===== src/hdl/fed_pkg.sv =====
package fed_pkg;

  localparam int CFG_IDX_W  = 2;
  localparam int CFG_DATA_W = 18;

  localparam logic [CFG_IDX_W-1:0] CFG_DELAY    = 2'd0;
  localparam logic [CFG_IDX_W-1:0] CFG_FEEDBACK = 2'd1;
  localparam logic [CFG_IDX_W-1:0] CFG_LEVEL    = 2'd2;

  localparam logic [14:0] FB_MAX    = 15'd31129;
  localparam logic [15:0] LEVEL_MAX = 16'd32768;

  localparam int OQ_DEPTH = 8;
  localparam int OQ_AW    = 3;

  typedef struct packed {
    logic               vld;
    logic               in_range;
    logic               chan;
    logic               filled;
    logic signed [15:0] sample;
  } fed_tag_t;

  typedef struct packed {
    logic               chan;
    logic signed [15:0] sample;
  } fed_res_t;

endpackage


===== src/hdl/fed_mix.sv =====
module fed_mix #(
  parameter int AW = 18
) (
  input  logic               clk,
  input  logic               rst,
  input  fed_pkg::fed_tag_t  p_tag,
  input  logic [AW-1:0]      p_raddr,
  input  logic [AW-1:0]      p_waddr,
  input  logic [14:0]        fb,
  input  logic [15:0]        lv,
  input  logic signed [15:0] rdata,
  output logic               ram_we,
  output logic [AW-1:0]      ram_waddr,
  output logic signed [15:0] ram_wdata,
  output logic               res_valid,
  output fed_pkg::fed_res_t  res
);
  import fed_pkg::*;

  fed_tag_t           m_tag;
  fed_tag_t           w_tag;
  logic [AW-1:0]      m_waddr;
  logic [AW-1:0]      w_waddr;
  logic               m_fwd;
  logic signed [15:0] m_fwd_data;
  logic signed [15:0] delayed;
  logic signed [31:0] dl_w;
  logic signed [31:0] fb_w;
  logic signed [31:0] lv_w;
  logic signed [31:0] w_pfb;
  logic signed [31:0] w_plv;

  function automatic logic signed [15:0] mix_sat(input logic signed [15:0] x,
                                                 input logic signed [31:0] p);
    logic signed [33:0] s;
    logic signed [18:0] q;
    s = (34'(x) <<< 15) + 34'(p) + 34'sd16384;
    q = 19'(s >>> 15);
    if (q > 19'sd32767) begin
      return 16'sh7fff;
    end else if (q < -19'sd32768) begin
      return 16'sh8000;
    end else begin
      return q[15:0];
    end
  endfunction

  always_ff @(posedge clk) begin
    if (rst) begin
      m_tag <= '0;
      w_tag <= '0;
    end else begin
      m_tag <= p_tag;
      w_tag <= m_tag;
    end
  end

  // forward a write that lands on the same edge as the read
  always_ff @(posedge clk) begin
    m_waddr    <= p_waddr;
    m_fwd      <= ram_we && (ram_waddr == p_raddr);
    m_fwd_data <= ram_wdata;
    w_waddr    <= m_waddr;
    w_pfb      <= dl_w * fb_w;
    w_plv      <= dl_w * lv_w;
  end

  always_comb begin
    if (!m_tag.filled) begin
      delayed = '0;
    end else if (m_fwd) begin
      delayed = m_fwd_data;
    end else begin
      delayed = rdata;
    end
    dl_w = 32'(delayed);
    fb_w = {17'd0, fb};
    lv_w = {16'd0, lv};
  end

  assign ram_we     = w_tag.vld && w_tag.in_range;
  assign ram_waddr  = w_waddr;
  assign ram_wdata  = mix_sat(w_tag.sample, w_pfb);
  assign res_valid  = w_tag.vld;
  assign res.chan   = w_tag.chan;
  assign res.sample = w_tag.in_range ? mix_sat(w_tag.sample, w_plv) : w_tag.sample;

endmodule


===== config.mk =====
export PLATFORM = sky130hd
export DESIGN_NAME = fed_mix
export DESIGN_NICKNAME = d
export VERILOG_FILES = /design/src/hdl/fed_pkg.sv /design/src/hdl/fed_mix.sv
export SDC_FILE = /design/constraint.sdc
export NUM_CORES = 1
export LEC_CHECK = 0
export ABC_AREA = 0
export BUFFER_PORTS_ARGS = -buffer_cell sky130_fd_sc_hd__buf_4
export CORE_UTILIZATION = 40
export CTS_CLUSTER_DIAMETER = 100
export DETAILED_ROUTE_END_ITERATION = 12
export PLACE_DENSITY = 0.55
export SLEW_MARGIN = 30
export SYNTH_ARGS = -nofsm -noshare
export SYNTH_HDL_FRONTEND = slang
export SYNTH_SLANG_ARGS = --single-unit

===== constraint.sdc =====
create_clock -name clk -period 13.72 [get_ports clk]
set_input_delay 2.744 -clock clk [delete_from_list [all_inputs] [get_ports clk]]
set_output_delay 2.744 -clock clk [all_outputs]
set_load 0.1 [all_outputs]

# Word level (Yosys, flattened, before mapping)
# Index checks and enable logic that the tools add are counted.
# word_totals
ff_bits,156
output_inout_bits,53
# op_classes
eq_ne,1
add_sub_neg,4
order_cmp,4
multipliers,2
muxes,7
reduce_logical,2
# op_table
cell,n
16-bit 2-to-1 mux,7
33-bit by 16-bit adder with 34-bit output (second input constant),2
31-bit by 32-bit adder with 33-bit output,2
19-bit by 16-bit > comparator with 1-bit output (second input constant),2
19-bit by 16-bit less-than comparator with 1-bit output (second input constant),2
16-bit by 16-bit multiplier with 32-bit output,1
16-bit by 17-bit multiplier with 32-bit output,1
18-bit == test,1
1-bit logical AND,2

# Logic depth before layout (Yosys ltp)
# depth
word_depth,6
depth_mapped,28

# Worst setup path after synthesis
# OpenSTA, ideal clock, no wires.
# synth_timing
kind,input to register
start,in rdata[15]
end,reg w_pfb[29]
arrival_ps,8739
stages,24
path_buffers,1
slack_ps,4861
setup_ps,120
t_required_ps,13600
cell_sequence,mux2_2 nand2_1 inv_1 buf_1 nand2_1 fa_1 fa_1 inv_1 fa_1 fa_1 fa_1 inv_1 fa_1 inv_1 ha_1 a21o_1 a21oi_1 nor2b_1 o21ai_0 nand2_1 a31o_2 and2_1 o31a_1 o31a_1
# synth_via
elab_chain_len,3
# synth_lines
element,line,source
"start, declared",fed_mix.sv:11,"input logic signed [15:0] rdata,"
16-bit 2-to-1 mux,fed_mix.sv:71,end else if (m_fwd) begin
16-bit 2-to-1 mux,fed_mix.sv:69,if (!m_tag.filled) begin
16-bit by 16-bit multiplier with 32-bit output,fed_mix.sv:64,w_pfb <= dl_w * fb_w;
"end signal, assigned",fed_mix.sv:64,
"end, declared",fed_mix.sv:30,logic signed [31:0] w_pfb;
# Every way passes these cells.
# A chain may end at the register's enable or synchronous reset.

# Final worst setup path
# Same ends and word-level chain as after synthesis.

==> metrics.log <==
INFO  metric post_route_cells_drive_above_1_share = 9.41%
INFO  metric criticalPathCategory = in -> reg
INFO  metric ys_seq_area_share = 11.4%
INFO  metric crit_path_top_delay_cell = sky130_fd_sc_hd__inv_1
INFO  metric yosys.cell_types.count = 63
INFO  metric io_pins = 158
INFO  metric number_of_global_route_vias_before_repair = 17500
INFO  metric vias_per_cell = 4.90
INFO  metric cts_sinks = 128
INFO  metric maxCapViolCount = 0
INFO  metric run_status = finished, final reports clean
INFO  metric final-max-slew-violation-count = 0
INFO  metric crit_path_start_kind = input pin
INFO  metric core_region_area = 55400 um^2
INFO  metric postCtsHoldBufs = 0
INFO  metric avgRoutedWirePerCell = 17.0 um
INFO  metric number_of_antenna_violations_at_the_first_check_in_global_routing = 1
INFO  metric clock_tree_from_tritoncts = yes
INFO  metric numPlacedInstances = 3287
INFO  metric post_synth_inst_count = 2461
INFO  metric drt_iter0_drc = 724
INFO  metric post-dp-hpwl = 45100 um
INFO  metric period_minus_slack = 9.56 ns
INFO  metric die_w = 239 um
INFO  metric largest_net_degree_at_the_start_of_global_routing = 40
INFO  metric synth_nets = 3233
INFO  metric die_h = 239 um
INFO  metric max_freq = 0.105 GHz
INFO  metric drt_wl_total = 56400 um
INFO  metric final_setup_margin = 4.16 ns
INFO  metric final.setup.tns = 0 ns
INFO  metric final_replace_weighted_congestion = 0.873
INFO  metric endpoint_kind = flip-flop
INFO  metric max-vdd-ir-drop = 0.000386 V
INFO  metric synth_top_cell_area_share = 39.1%
INFO  metric critPathRequiredTime = 14.04 ns
INFO  metric net_count_of_the_finished_layout = 3330
INFO  metric clock_tree.buffer_depth = 2
INFO  metric critical_path.n_buffers_inverters = 5
INFO  metric globalRoute.totalOverflow = 0
INFO  metric yosys_warnings = 0
INFO  metric cpLargestDelayFamily = adder cells
INFO  metric layout.filler_cells = 5418
INFO  metric drtAntennaViolNets = 0
INFO  metric netlist_area = 22600 um^2
INFO  metric final_min_period_over_clock_period = 69.7%
INFO  metric register_clock_pin_slew_on_the_reported_worst_setup_and_hold_paths = 0.08 ns
INFO  metric ys_top_cells_by_area = sky130_fd_sc_hd__fa_1 39%, sky130_fd_sc_hd__ha_1 13%, sky130_fd_sc_hd__dfxtp_1 11%
INFO  metric postCtsResizedCells = 0
INFO  metric via_count_of_the_routed_design = 16300
INFO  metric synth_edf_count = 0
INFO  metric std_cell_rows = 86
INFO  metric h-tree-depth = 4
INFO  metric final-hold-violation-count = 0
INFO  metric worstHoldStart = m_waddr[5]
INFO  metric async_flop_share = 0%
INFO  metric grt_first_pass_wirelength = 92600 um
INFO  metric groute.usage.overall = 20.8%
INFO  metric timing.reg2reg.setup_slack = 5.75 ns
INFO  metric syn2layout_area_growth = 11.1%
INFO  metric start_util = 40.7%
INFO  metric clk_latency = 0.42 ns
INFO  metric power_density = 113 nW/um^2
INFO  metric timing_worst_slew_pin_value = 1.01 ns
INFO  metric skew = 0.0184 ns
INFO  metric ys_ff_latch = 128
INFO  metric critical-path-top-cell-by-count = sky130_fd_sc_hd__fa_1
INFO  metric cell_count_final_fillers_out = 3320
INFO  metric final-setup-viol-count = 0
INFO  metric rsz0062_at_grt = no
INFO  metric postCtsSetupBuffers = 0
INFO  metric tritoncts.num_buffers = 17
INFO  metric cp_cell_sequence = buf_4 > mux2_2 > nand2_1 > inv_1 > nand2_1 > fa_1 > fa_1 > inv_1 > fa_1 > fa_1 > fa_1 > inv_1 > fa_1 > inv_1 > ha_1 > a21o_1 > a21oi_1 > nor2b_1 > o21ai_0 > nand2_1 > a31o_2 > and2_1 > o31a_1 > o31a_1
INFO  metric slowest_delay = 0.80 ns
INFO  metric finalHoldWorstSlack = 0.324 ns
INFO  metric avgSynthCellArea = 9.17 um^2
INFO  metric timing.critical_path.fanout_max = 22
INFO  metric timing.hold.worst.class = reg -> reg
INFO  metric place.port_buffers = 157
INFO  metric critPathLaunch = rdata[15]
INFO  metric crit_arrival = 9.87 ns
INFO  metric dp_worst_slack = 3.73 ns
INFO  metric postSynth.topFlopCell = sky130_fd_sc_hd__dfxtp_1
INFO  metric die-area = 57300 um^2
INFO  metric slew_headroom = 32.7%
INFO  metric r2r_start = m_tag[16]
INFO  metric post-route-drc-count = 0
INFO  metric ctsRootBufferMaster = sky130_fd_sc_hd__clkbuf_16
INFO  metric total_leakage_power = 12.9 nW
INFO  metric synthDominantAreaCellType = sky130_fd_sc_hd__fa_1
INFO  metric drtPass1Iterations = 5
-- kinds of logic after synthesis --
family	after synthesis	share of synthesized area, %
and+or+nand+nor	716	16.0
AOI/OAI and AO/OA	199	5.97
xor gates and xnor gates	89	3.46
adders and majority gates	667	51.6
muxes	17	0.760
DFF	128	11.4
buffers and inverters	645	10.8
-- flip-flops by register name, indices dropped and copies added, names as in the netlist --
register and cells:
w_plv 18, m_fwd_data 16, res_valid 1, res 1, m_tag 20, m_fwd 1
ram_waddr 18, w_pfb 18, w_tag 17, m_waddr 18
-- area by class of cell --
type                    instances  area [um^2]  share of cell area [%]
multi-input cells            1688        17600                    70.2
flip-flops and latches        128         2560                    10.2
inverters                     550         2060                    8.24
repair buffers                173         1300                    5.18
well taps                     748          936                    3.73
clock buffers                  17          425                    1.70
clock inverters                15          180                   0.719
diodes                          1         2.50                 0.00998
-- metrics by stage --
stage	util (%)	cell area, um^2	total power [mW]
detailed placement	44.1	24500	2.36
global placement	44.1	24500	2.34
finish	45.2	25100	2.83
CTS	45.2	25100	2.86
global route	45.2	25100	3.06
floorplan	-	22600	1.91
-- path summary, 6_finish.rpt --
check	depth (start not counted)	endpoint
min	0	ram_waddr[5]
max reg2reg	22	w_pfb[29]
min reg2reg	0	ram_waddr[5]
max	24	w_pfb[29]
-- Yosys cell counts, types with 2 or more instances --
cell type                  count
sky130_fd_sc_hd__or3_1         4
sky130_fd_sc_hd__o21ai_1       3
sky130_fd_sc_hd__o21ai_0      30
sky130_fd_sc_hd__o21bai_1      8
sky130_fd_sc_hd__nand3_1      13
sky130_fd_sc_hd__buf_1         3
sky130_fd_sc_hd__ha_1        227
sky130_fd_sc_hd__mux2i_1      16
sky130_fd_sc_hd__o31a_1        5
sky130_fd_sc_hd__a21oi_1      58
sky130_fd_sc_hd__nor4_1        4
sky130_fd_sc_hd__a211o_1      13
sky130_fd_sc_hd__and3_1        8
sky130_fd_sc_hd__a21o_1       25
sky130_fd_sc_hd__o211ai_1      4
sky130_fd_sc_hd__a31o_2        2
sky130_fd_sc_hd__clkbuf_1     87
sky130_fd_sc_hd__xnor2_1      57
sky130_fd_sc_hd__buf_6         2
sky130_fd_sc_hd__a31oi_1       4
sky130_fd_sc_hd__dfxtp_1     128
sky130_fd_sc_hd__o21ai_2       8
sky130_fd_sc_hd__a41oi_1       3
sky130_fd_sc_hd__nor2_1       52
sky130_fd_sc_hd__nand2_1     292
sky130_fd_sc_hd__nor3_1       14
sky130_fd_sc_hd__o31ai_1       4
sky130_fd_sc_hd__or4_1         2
sky130_fd_sc_hd__and2_1      227
sky130_fd_sc_hd__xor2_1       32
sky130_fd_sc_hd__nand4_1       6
sky130_fd_sc_hd__or2_2         2
sky130_fd_sc_hd__a211oi_1      7
sky130_fd_sc_hd__nor2b_1      65
sky130_fd_sc_hd__o21a_1        5
sky130_fd_sc_hd__nand2b_1     20
sky130_fd_sc_hd__o221ai_1      4
sky130_fd_sc_hd__buf_4         2
sky130_fd_sc_hd__a21oi_2       3
sky130_fd_sc_hd__inv_1       550
sky130_fd_sc_hd__fa_1        440
-- power breakdown --
group          internal [mW]  switching (mW)  total [mW]  leakage [nW]
Clock                  0.263           0.211       0.474         0.301
Combinational          0.611            1.24        1.85          11.5
Sequential             0.462          0.0479       0.510          1.07
-- metal layers --
| layer | global-route usage (%) | wire length [um] |
|---|---|---|
| met4 | 4.33 | 971 |
| met1 | 28.9 | 25600 |
| met2 | 34.3 | 26900 |
| met3 | 3.03 | 2890 |
| met5 | 0 | 0 |
-- cell usage in the layout, fill, tap and decap left out, types with 6 or more instances in the layout --
cell type / n
sky130_fd_sc_hd__a211oi_1: 7
sky130_fd_sc_hd__xor2_1: 32
sky130_fd_sc_hd__inv_1: 550
sky130_fd_sc_hd__nor2_1: 52
sky130_fd_sc_hd__xnor2_1: 57
sky130_fd_sc_hd__dfxtp_1: 128
sky130_fd_sc_hd__nor2b_1: 51
sky130_fd_sc_hd__a211o_1: 13
sky130_fd_sc_hd__fa_1: 440
sky130_fd_sc_hd__nand4_1: 6
sky130_fd_sc_hd__nand2_1: 292
sky130_fd_sc_hd__buf_4: 173
sky130_fd_sc_hd__a21o_1: 25
sky130_fd_sc_hd__inv_8: 8
sky130_fd_sc_hd__a21oi_1: 58
sky130_fd_sc_hd__clkbuf_16: 17
sky130_fd_sc_hd__nor2b_2: 12
sky130_fd_sc_hd__o21ai_0: 30
sky130_fd_sc_hd__nand3_1: 13
sky130_fd_sc_hd__nand2b_1: 20
sky130_fd_sc_hd__ha_1: 227
sky130_fd_sc_hd__nor3_1: 14
sky130_fd_sc_hd__and2_1: 227
sky130_fd_sc_hd__o21bai_1: 8
sky130_fd_sc_hd__o21ai_2: 8
sky130_fd_sc_hd__mux2i_1: 16
sky130_fd_sc_hd__and3_1: 8
Power figures use the tool's default switching activity.
