File: config.mk
export PLATFORM = sky130hd
export DESIGN_NAME = fed_oq
export DESIGN_NICKNAME = d
export VERILOG_FILES = /design/src/hdl/fed_pkg.sv /design/src/hdl/fed_oq.sv
export SDC_FILE = /design/constraint.sdc
export NUM_CORES = 1
export LEC_CHECK = 0
export BUFFER_PORTS_ARGS = -buffer_cell sky130_fd_sc_hd__buf_2
export CORE_MARGIN = 2
export CORE_UTILIZATION = 59
export DETAILED_ROUTE_END_ITERATION = 12
export PLACE_DENSITY = 0.78
export SLEW_MARGIN = 20
export SYNTH_ARGS = -nofsm -noshare
export SYNTH_HDL_FRONTEND = slang
export SYNTH_SLANG_ARGS = --single-unit
File: constraint.sdc
create_clock -name clk -period 3.05 [get_ports clk]
set_clock_uncertainty 0.15 [all_clocks]
set_input_delay 0.915 -clock clk [delete_from_list [all_inputs] [get_ports clk]]
set_output_delay 0.915 -clock clk [all_outputs]
set_load 0.02 [all_outputs]
File: src/hdl/fed_pkg.sv
package fed_pkg;

  localparam int CFG_IDX_W  = 2;
  localparam int CFG_DATA_W = 18;

  localparam logic [CFG_IDX_W-1:0] CFG_DELAY    = 2'd0;
  localparam logic [CFG_IDX_W-1:0] CFG_FEEDBACK = 2'd1;
  localparam logic [CFG_IDX_W-1:0] CFG_LEVEL    = 2'd2;

  localparam logic [14:0] FB_MAX    = 15'd31129;
  localparam logic [15:0] LEVEL_MAX = 16'd32768;

  localparam int OQ_DEPTH = 8;
  localparam int OQ_AW    = 3;

  typedef struct packed {
    logic               vld;
    logic               in_range;
    logic               chan;
    logic               filled;
    logic signed [15:0] sample;
  } fed_tag_t;

  typedef struct packed {
    logic               chan;
    logic signed [15:0] sample;
  } fed_res_t;

endpackage

File: src/hdl/fed_oq.sv
module fed_oq (
  input  logic              clk,
  input  logic              rst,
  input  logic              take,
  input  logic              push,
  input  fed_pkg::fed_res_t push_data,
  input  logic              out_ready,
  output logic              out_valid,
  output fed_pkg::fed_res_t out_data,
  output logic              room
);
  import fed_pkg::*;

  fed_res_t         q [OQ_DEPTH];
  logic [OQ_AW:0]   wr_ptr;
  logic [OQ_AW:0]   rd_ptr;
  logic [OQ_AW:0]   count;
  logic [OQ_AW:0]   occ;
  logic             pop;

  assign occ       = wr_ptr - rd_ptr;
  assign out_valid = (wr_ptr != rd_ptr);
  assign out_data  = q[rd_ptr[OQ_AW-1:0]];
  assign pop       = out_valid && out_ready;
  assign room      = (count != (OQ_AW+1)'(OQ_DEPTH));

  // count holds requests accepted and not yet delivered
  always_ff @(posedge clk) begin
    if (rst) begin
      wr_ptr <= '0;
      rd_ptr <= '0;
      count  <= '0;
    end else begin
      if (push) begin
        wr_ptr <= wr_ptr + 1'b1;
      end
      if (pop) begin
        rd_ptr <= rd_ptr + 1'b1;
      end
      count <= count + (OQ_AW+1)'(take) - (OQ_AW+1)'(pop);
    end
  end

  always_ff @(posedge clk) begin
    if (push) begin
      q[wr_ptr[OQ_AW-1:0]] <= push_data;
    end
  end

`ifndef SYNTHESIS
  a_push_not_full: assert property (@(posedge clk) disable iff (rst)
    push |-> (occ != (OQ_AW+1)'(OQ_DEPTH)))
    else $error("output queue overflow");

  a_empty_credit: assert property (@(posedge clk) disable iff (rst)
    (count == '0) |-> !out_valid)
    else $error("result without an outstanding request");

  a_occ_le_count: assert property (@(posedge clk) disable iff (rst)
    occ <= count)
    else $error("queue holds more than outstanding requests");
`endif

endmodule

* Word level (Yosys, flattened, before mapping)
Memory sizes are Yosys's and may differ from the RTL's. A register that Yosys moved wholly into a read port is not among the register bits.
Cells that the tools add are included.
** Operators by class
- $add $sub $neg :: 4
- $mul :: 0
- Div/mod/pow operators :: 0
- Magnitude comparators :: 0
- Equal/unequal tests :: 2
- Shifts and indexed selects :: 0
- Multiplexer cells :: 4
- Bitwise logic cells :: 0
- Reduce and logical (&&, ||, !) cells :: 1
** Operator list (number)
- 4-bit by 1-bit adder with 4-bit output (second input constant) :: 2
- 3-bit 2-to-1 mux :: 2
- 4-bit by 1-bit adder with 4-bit output :: 1
- 4-bit inequality test :: 1
- 4-bit inequality test (second input constant) :: 1
- 4-bit by 1-bit subtractor with 4-bit output :: 1
- 1-bit 2-to-1 mux :: 2
- 1-bit logical AND :: 1
** Storage, ports and cells
- Flip-flop bits (word level) :: 12
- Latch bits :: 0
- Bits in writable memories :: 136
- Memory bits (read-only) :: 0
- Input port bits :: 22
- Output and inout port bits :: 19
- Word-level logic and storage cells :: 15
- Memories kept :: 1
** Memory list
- q :: words 8, width 17, rd ports 1, clocked after Yosys merged registers in 1, wr ports 1, line fed_oq.sv:14 : fed_res_t q [OQ_DEPTH];

* Depth between registers and ports, before layout
Gate-level depths: netlist of run 1.
- Depth after elaboration :: 4
- Gate-level depth with buffers :: 10

* Worst setup path after synthesis of run 1
Ideal clock, no wire load.
- Path kind :: input to register
- Start point :: in push
- End point :: mem q[0][0] in the netlist's numbering (enable)
- Data arrival time :: 2.226 ns
- Data required time :: 2.488 ns
- Path slack :: 0.261 ns
- Stages :: 2
- Buffers on the path :: 0
- Cells stage by stage :: nand2b_1 > nor3_1
** Between the ends
- Word-level cells in the longest chain between the ends :: 2
** Ends and longest elaborated chain
- start, declared :: line fed_oq.sv:5 : input logic push,
- 1-bit 2-to-1 mux :: line fed_oq.sv:45 : if (push) begin
- 1-bit 2-to-1 mux (not written as such) :: line fed_oq.sv:46 : q[wr_ptr[OQ_AW-1:0]] <= push_data;
- end, declared :: line fed_oq.sv:14
No other way between the ends.

==> impl_metrics.toml, run 1 <==
[route]
vias = 2954
drt-wirelength-per-cell_um = 23.8
drc = 0
drt_iter0_markers = 224
vias_per_cell = 5.93
highest_layer = "met4"
routed_wl_mm = 11.8
wl_met2_mm = 6.26
met1Wirelength_mm = 4.72
antenna_left = 0
dr.pass1.iters = 5
route.met3.wl_um = 690

[floorplan]
coreArea_sq_um = 9730
start_util = 0.602
die_x_um = 104
dieArea_sq_um = 10700
die_height_um = 104
rows = 36
num_io_pins = 41

[layout]
fillers = 571
final_layout_size_suffix_gt1_frac = 0.411
utilization = 0.734
area_delta_synth_final_pct = 21.8
nNetsFinal = 381
n_antenna_cell = 0

[global_routing]
grt_max_degree = 35
track_usage = 0.231
grt_overflow = 0
grt_pass1_wl_mm = 17.8
antenna_found_initial = 0
grt_pass1_vias = 3169

[clock_network]
clockBufferDepth = 2
cts_tree = "done"
clk_pin_slew_ns = 0.06
cts.sinks = 151
numCtsBuffers = 17
insertion_delay_ns = 0.52
htreeDepth = 4
cts_root_buffer = "clkbuf_8"

[timing]
slew_viol_final = 0
slew_headroom = 0.740
fin_crit_ns = 3.21
setup_ws_ns = -0.157
finalHoldViolCount = 0
holdWs_ns = 0.359
finalSetupViolCount = 17
grt_setup_unrepaired = "yes"
worstMarginPinSlew_ns = 0.390
fmaxAchievable_ghz = 0.312
period_share = 1.05

[logic_synthesis]
synth.top_cells.by_count = "136 x edfxtp_1, 34 x mux4_2, 17 x mux2_2"
ys_seq_elements = 151
synth.most_common_cell = "edfxtp_1"
avgSynthCellArea_sq_um = 20.7
yosysWarningCount = 0
synth_area_sq_um = 5860
syn-num-nets = 312
synth_cell_type_count = 30
ys_seq_area_frac = 0.748
synth_edf_count = 136
synth_area_leaders = "edfxtp_1 70%, mux4_2 13%, dfxtp_1 5.1%"
async_flop_share = 0
synth_flop_cell = "edfxtp_1"
synth_top_cell_by_area = "edfxtp_1"
synth_top_area_frac = 0.697
syn_inst = 283

[placement]
port-buffer-count = 40
place_congestion = 0.798
hpwlAfterDp_mm = 5.74

[critical_path]
cp_data_required_time_ns = 1.98
critPathKind = "flop to output port"
worstRegToRegCells = 8
start_kind = "flop"
reg2reg_slack_ns = 0.64
crit_path_end_kind = "output port"
timing.rr.end = "count[3]$_SDFF_PP0_"
worstPathMaxFanout = 8
arrival_ns = 2.14
r2r_start = "wr_ptr[2]$_SDFFE_PP0P_"

[power]
power_density_nw_per_um2 = 735
irDropWorstVdd_uv = 547
p_leak_nw = 2.43
fin_total_pwr_mw = 5.25

[hold_path]
worstHoldStart = "rd_ptr[3]$_SDFFE_PP0P_"
hold_class = "flop to flop"
hold_depth = 2
hold_end = "rd_ptr[3]$_SDFFE_PP0P_"

[run_status]
status = "finished with violations"
violations = "setup timing"

[run]
max_cap_viol_count = 0
-- cell usage in the layout, fill, tap and decap left out, drive strengths merged --
cell type  count
mux4          34
clkinvlp       3
a21oi          7
xor2           4
nor2          15
edfxtp       136
bufinv         2
nor3           2
or2b           1
nand3          2
fa             1
ha             6
xnor2          5
inv            9
o21ai          2
buf           60
nor2b          1
or3            2
mux2          17
nand2b         3
dfxtp         15
nand2          7
a41o           1
nand4          1
a21o           1
mux2i          1
clkinv         7
clkbuf        19
or2            1
-- flip-flops by register name, indices dropped and copies added (netlist names), named ones only --
signal and cells:
rd_ptr 4, count 4, q 136, wr_ptr 4
-- power breakdown --
part	switching (mW)	leakage (nW)	internal, mW
registers	0.0535	1.36	2.33
clock network	0.828	0.272	1.17
logic	0.397	0.802	0.475
total	1.28	2.43	3.97
-- area by class of cell --
type | instances | area, sq um | share of cell area
Clock buffer | 17 | 414 | 0.0580
Sequential cell | 151 | 4390 | 0.615
Timing Repair Buffer | 62 | 562 | 0.0787
Inverter | 6 | 22.5 | 0.00315
Clock inverter | 15 | 154 | 0.0216
Multi-Input combinational cell | 114 | 1430 | 0.201
Tap cell | 133 | 166 | 0.0233
-- per-layer routing --
| layer | up-vias | global-route usage |
|---|---|---|
| met3 | 12 | 0.0548 |
| met4 | 0 | 0.101 |
| met5 | - | 0 |
| li1 | 1274 | - |
| met1 | 1543 | 0.295 |
| met2 | 125 | 0.382 |
-- critical path, cell delays in order (launching register included) --
cell	delay [ns]
dfxtp_4	0.47
buf_16	0.18
mux4_2	0.52
mux2_4	0.31
buf_6	0.14
-- per-stage QoR --
stage | std cells | worst slack (ns) | instance area (sq um) | TNS (ns)
after floorplan | 283 | 0.261 | 5860 | 0
after global placement | 462 | 0.348 | 6320 | 0
after detailed placement | 462 | 0.296 | 6320 | 0
after CTS | 496 | -0.158 | 6970 | -2.34
after global routing | 498 | -0.209 | 7140 | -3.30
final | 498 | -0.157 | 7140 | -2.18
-- how the worst max path moves through the flow --
stage          cells after the start                   to      start  slack (ns)
2_1_floorplan                      2    q[0][0]$_DFFE_PP_       push        0.26
3_3_place_gp                      10  count[2]$_SDFF_PP0_  out_ready        0.35
3_5_place_dp                      10  count[2]$_SDFF_PP0_  out_ready        0.30
4_1_cts                            4          out_data[4]       flop       -0.16
5_1_grt                            4          out_data[8]       flop       -0.21
6_report                           4          out_data[2]       flop       -0.16
-- kinds of logic (layout without fill, tap and decap cells) --
| group | after synthesis | count (layout) | synth area share |
|---|---|---|---|
| compound gates | 11 | 11 | 0.0126 |
| xor+xnor | 9 | 9 | 0.0134 |
| fa+ha+maj | 7 | 7 | 0.0162 |
| buf+inv | 18 | 100 | 0.0175 |
| flops | 151 | 151 | 0.748 |
| mux | 52 | 52 | 0.165 |
| simple gates | 35 | 35 | 0.0273 |
-- timing repair --
item	4_1_cts	5_1_grt
endpoints found under the setup margin	17	17
gates cloned	2	2
hold buffers	0	0
setup buffers	0	0
resized for setup	10	36
Power figures use the tool's default switching activity.
==> run 2: changes to the inputs <==
CAP_MARGIN = 30   (was not set)
REMOVE_ABC_BUFFERS = 1   (was not set)
==> impl_metrics.toml, run 2 (synthesis results as in run 1) <==
[layout]
n_antenna_cell = 0
layout_commonest_cell = "edfxtp_1"
nNetsFinal = 377
finish.instance_area_sq_um = 7120
final_cell_mix = "136 x edfxtp_1, 34 x mux4_2, 25 x buf_2, 19 x clkbuf_16, 15 x nor2_1"
area_delta_synth_final_pct = 21.4
utilization = 0.731
fin_cells = 494
largest_reg_flops = 136
final_layout_size_suffix_gt1_frac = 0.402

[global_routing]
track_usage = 0.216
grt_pass1_vias = 2902
grt_overflow = 0
grt_pass1_wl_mm = 16.7
grt_max_degree = 35
antenna_found_initial = 0

[critical_path]
timing.rr.end = "count[2]$_SDFF_PP0_"
start_kind = "flop"
reg2reg_slack_ns = 0.68
cp_data_required_time_ns = 1.98
arrival_ns = 2.12
worstPathMaxFanout = 8
critPathKind = "flop to output port"
worstRegToRegCells = 9
crit_path_end_kind = "output port"
r2r_start = "wr_ptr[2]$_SDFFE_PP0P_"

[route]
drt_iter0_markers = 214
vias = 2865
vias_per_cell = 5.80
routed_wl_mm = 11.4
antenna_left = 0
drt-wirelength-per-cell_um = 23.0
dr.pass1.iters = 4
drc = 0

[timing]
setup_ws_ns = -0.132
worstMarginPinSlew_ns = 0.463
slew_viol_final = 0
slew_headroom = 0.690
finalSetupViolCount = 17
fmaxAchievable_ghz = 0.314
period_share = 1.04
finalHoldViolCount = 0
fin_crit_ns = 3.18
grt_setup_unrepaired = "yes"

[placement]
place_inst = 458
port-buffer-count = 40
hpwlAfterDp_mm = 5.69
place_congestion = 0.712
postPlaceCellArea_sq_um = 6310

[run]
max_cap_viol_count = 0

[clock_network]
insertion_delay_ns = 0.51
cts_tree = "done"
clockBufferDepth = 2
numCtsBuffers = 17
htreeDepth = 4
cts_root_buffer = "clkbuf_8"
cts.sinks = 151
clk_pin_slew_ns = 0.06

[hold_path]
hold_depth = 2
hold_class = "flop to flop"
hold_end = "rd_ptr[3]$_SDFFE_PP0P_"
worstHoldStart = "rd_ptr[3]$_SDFFE_PP0P_"

[run_status]
violations = "setup timing"
status = "finished with violations"

[floorplan]
dieArea_sq_um = 10700
start_util = 0.602
num_io_pins = 41
rows = 36
coreArea_sq_um = 9730
die_x_um = 104
die_height_um = 104

[power]
p_leak_nw = 2.42
power_density_nw_per_um2 = 727
irDropWorstVdd_uv = 525
==> run 2: changes by cell type in the layout (fill, tap and decap cells not counted), moves of 2 or more <==
cell        delta
buf_4          -5
clkinvlp_4     -3
inv_6          -3
buf_12         +2
buf_6          -2
clkbuf_8       +2
clkinv_2       +2
==> run 2: how the worst max path moves through the flow <==
stage          slack, ns                  end       from  cells after the start
3_3_place_gp        0.35  count[2]$_SDFF_PP0_  out_ready                     10
2_1_floorplan      -0.51          out_data[0]       flop                      2
6_report           -0.13         out_data[12]       flop                      4
4_1_cts            -0.15         out_data[12]       flop                      4
5_1_grt            -0.21         out_data[12]       flop                      4
3_5_place_dp        0.30  count[2]$_SDFF_PP0_  out_ready                     10
==> run 2: final cells by class <==
type                            instances  area, sq um
Clock buffer                           21          470
Clock inverter                         11         96.3
Fill cell                             579         2610
Inverter                                6         22.5
Multi-Input combinational cell        114         1430
Sequential cell                       151         4390
Tap cell                              133          166
Timing Repair Buffer                   58          547
==> run 2: metrics by stage <==
stage	power [mW]	setup WS (ns)	TNS (ns)	hold WS [ns]
after floorplan	2.90	-0.506	-8.60	0.314
after global placement	3.08	0.349	0	0.331
after detailed placement	3.10	0.297	0	0.344
after CTS	5.10	-0.150	-2.19	0.353
after global routing	5.36	-0.211	-3.00	0.396
final	5.18	-0.132	-1.74	0.352
==> run 2: critical path, stage by stage (launching register included) <==
cell       delay, ns
dfxtp_4         0.46
clkbuf_16       0.22
mux4_2          0.51
mux2_4          0.29
buf_6           0.13
==> run 2: metal layers <==
layer | up-vias | track usage | wire, um
met5 | - | 0 | 0
met4 | 0 | 0.0869 | 163
met3 | 14 | 0.0642 | 522
met2 | 100 | 0.348 | 6080
met1 | 1487 | 0.280 | 4620
li1 | 1264 | - | -
==> run 2: where the power goes <==
part | internal [mW] | switching, mW | leakage, nW
registers | 2.33 | 0.0515 | 1.36
clock network | 1.17 | 0.771 | 0.287
logic | 0.466 | 0.391 | 0.779
total | 3.96 | 1.21 | 2.42
==> run 2: timing repair <==
item	in CTS	in global routing
gates resized for setup	10	32
setup buffers	0	0
endpoints found under the setup margin	17	17
hold buffers	0	0
cloned	2	2
pin swaps	0	0
hold endpoints to repair	0	0
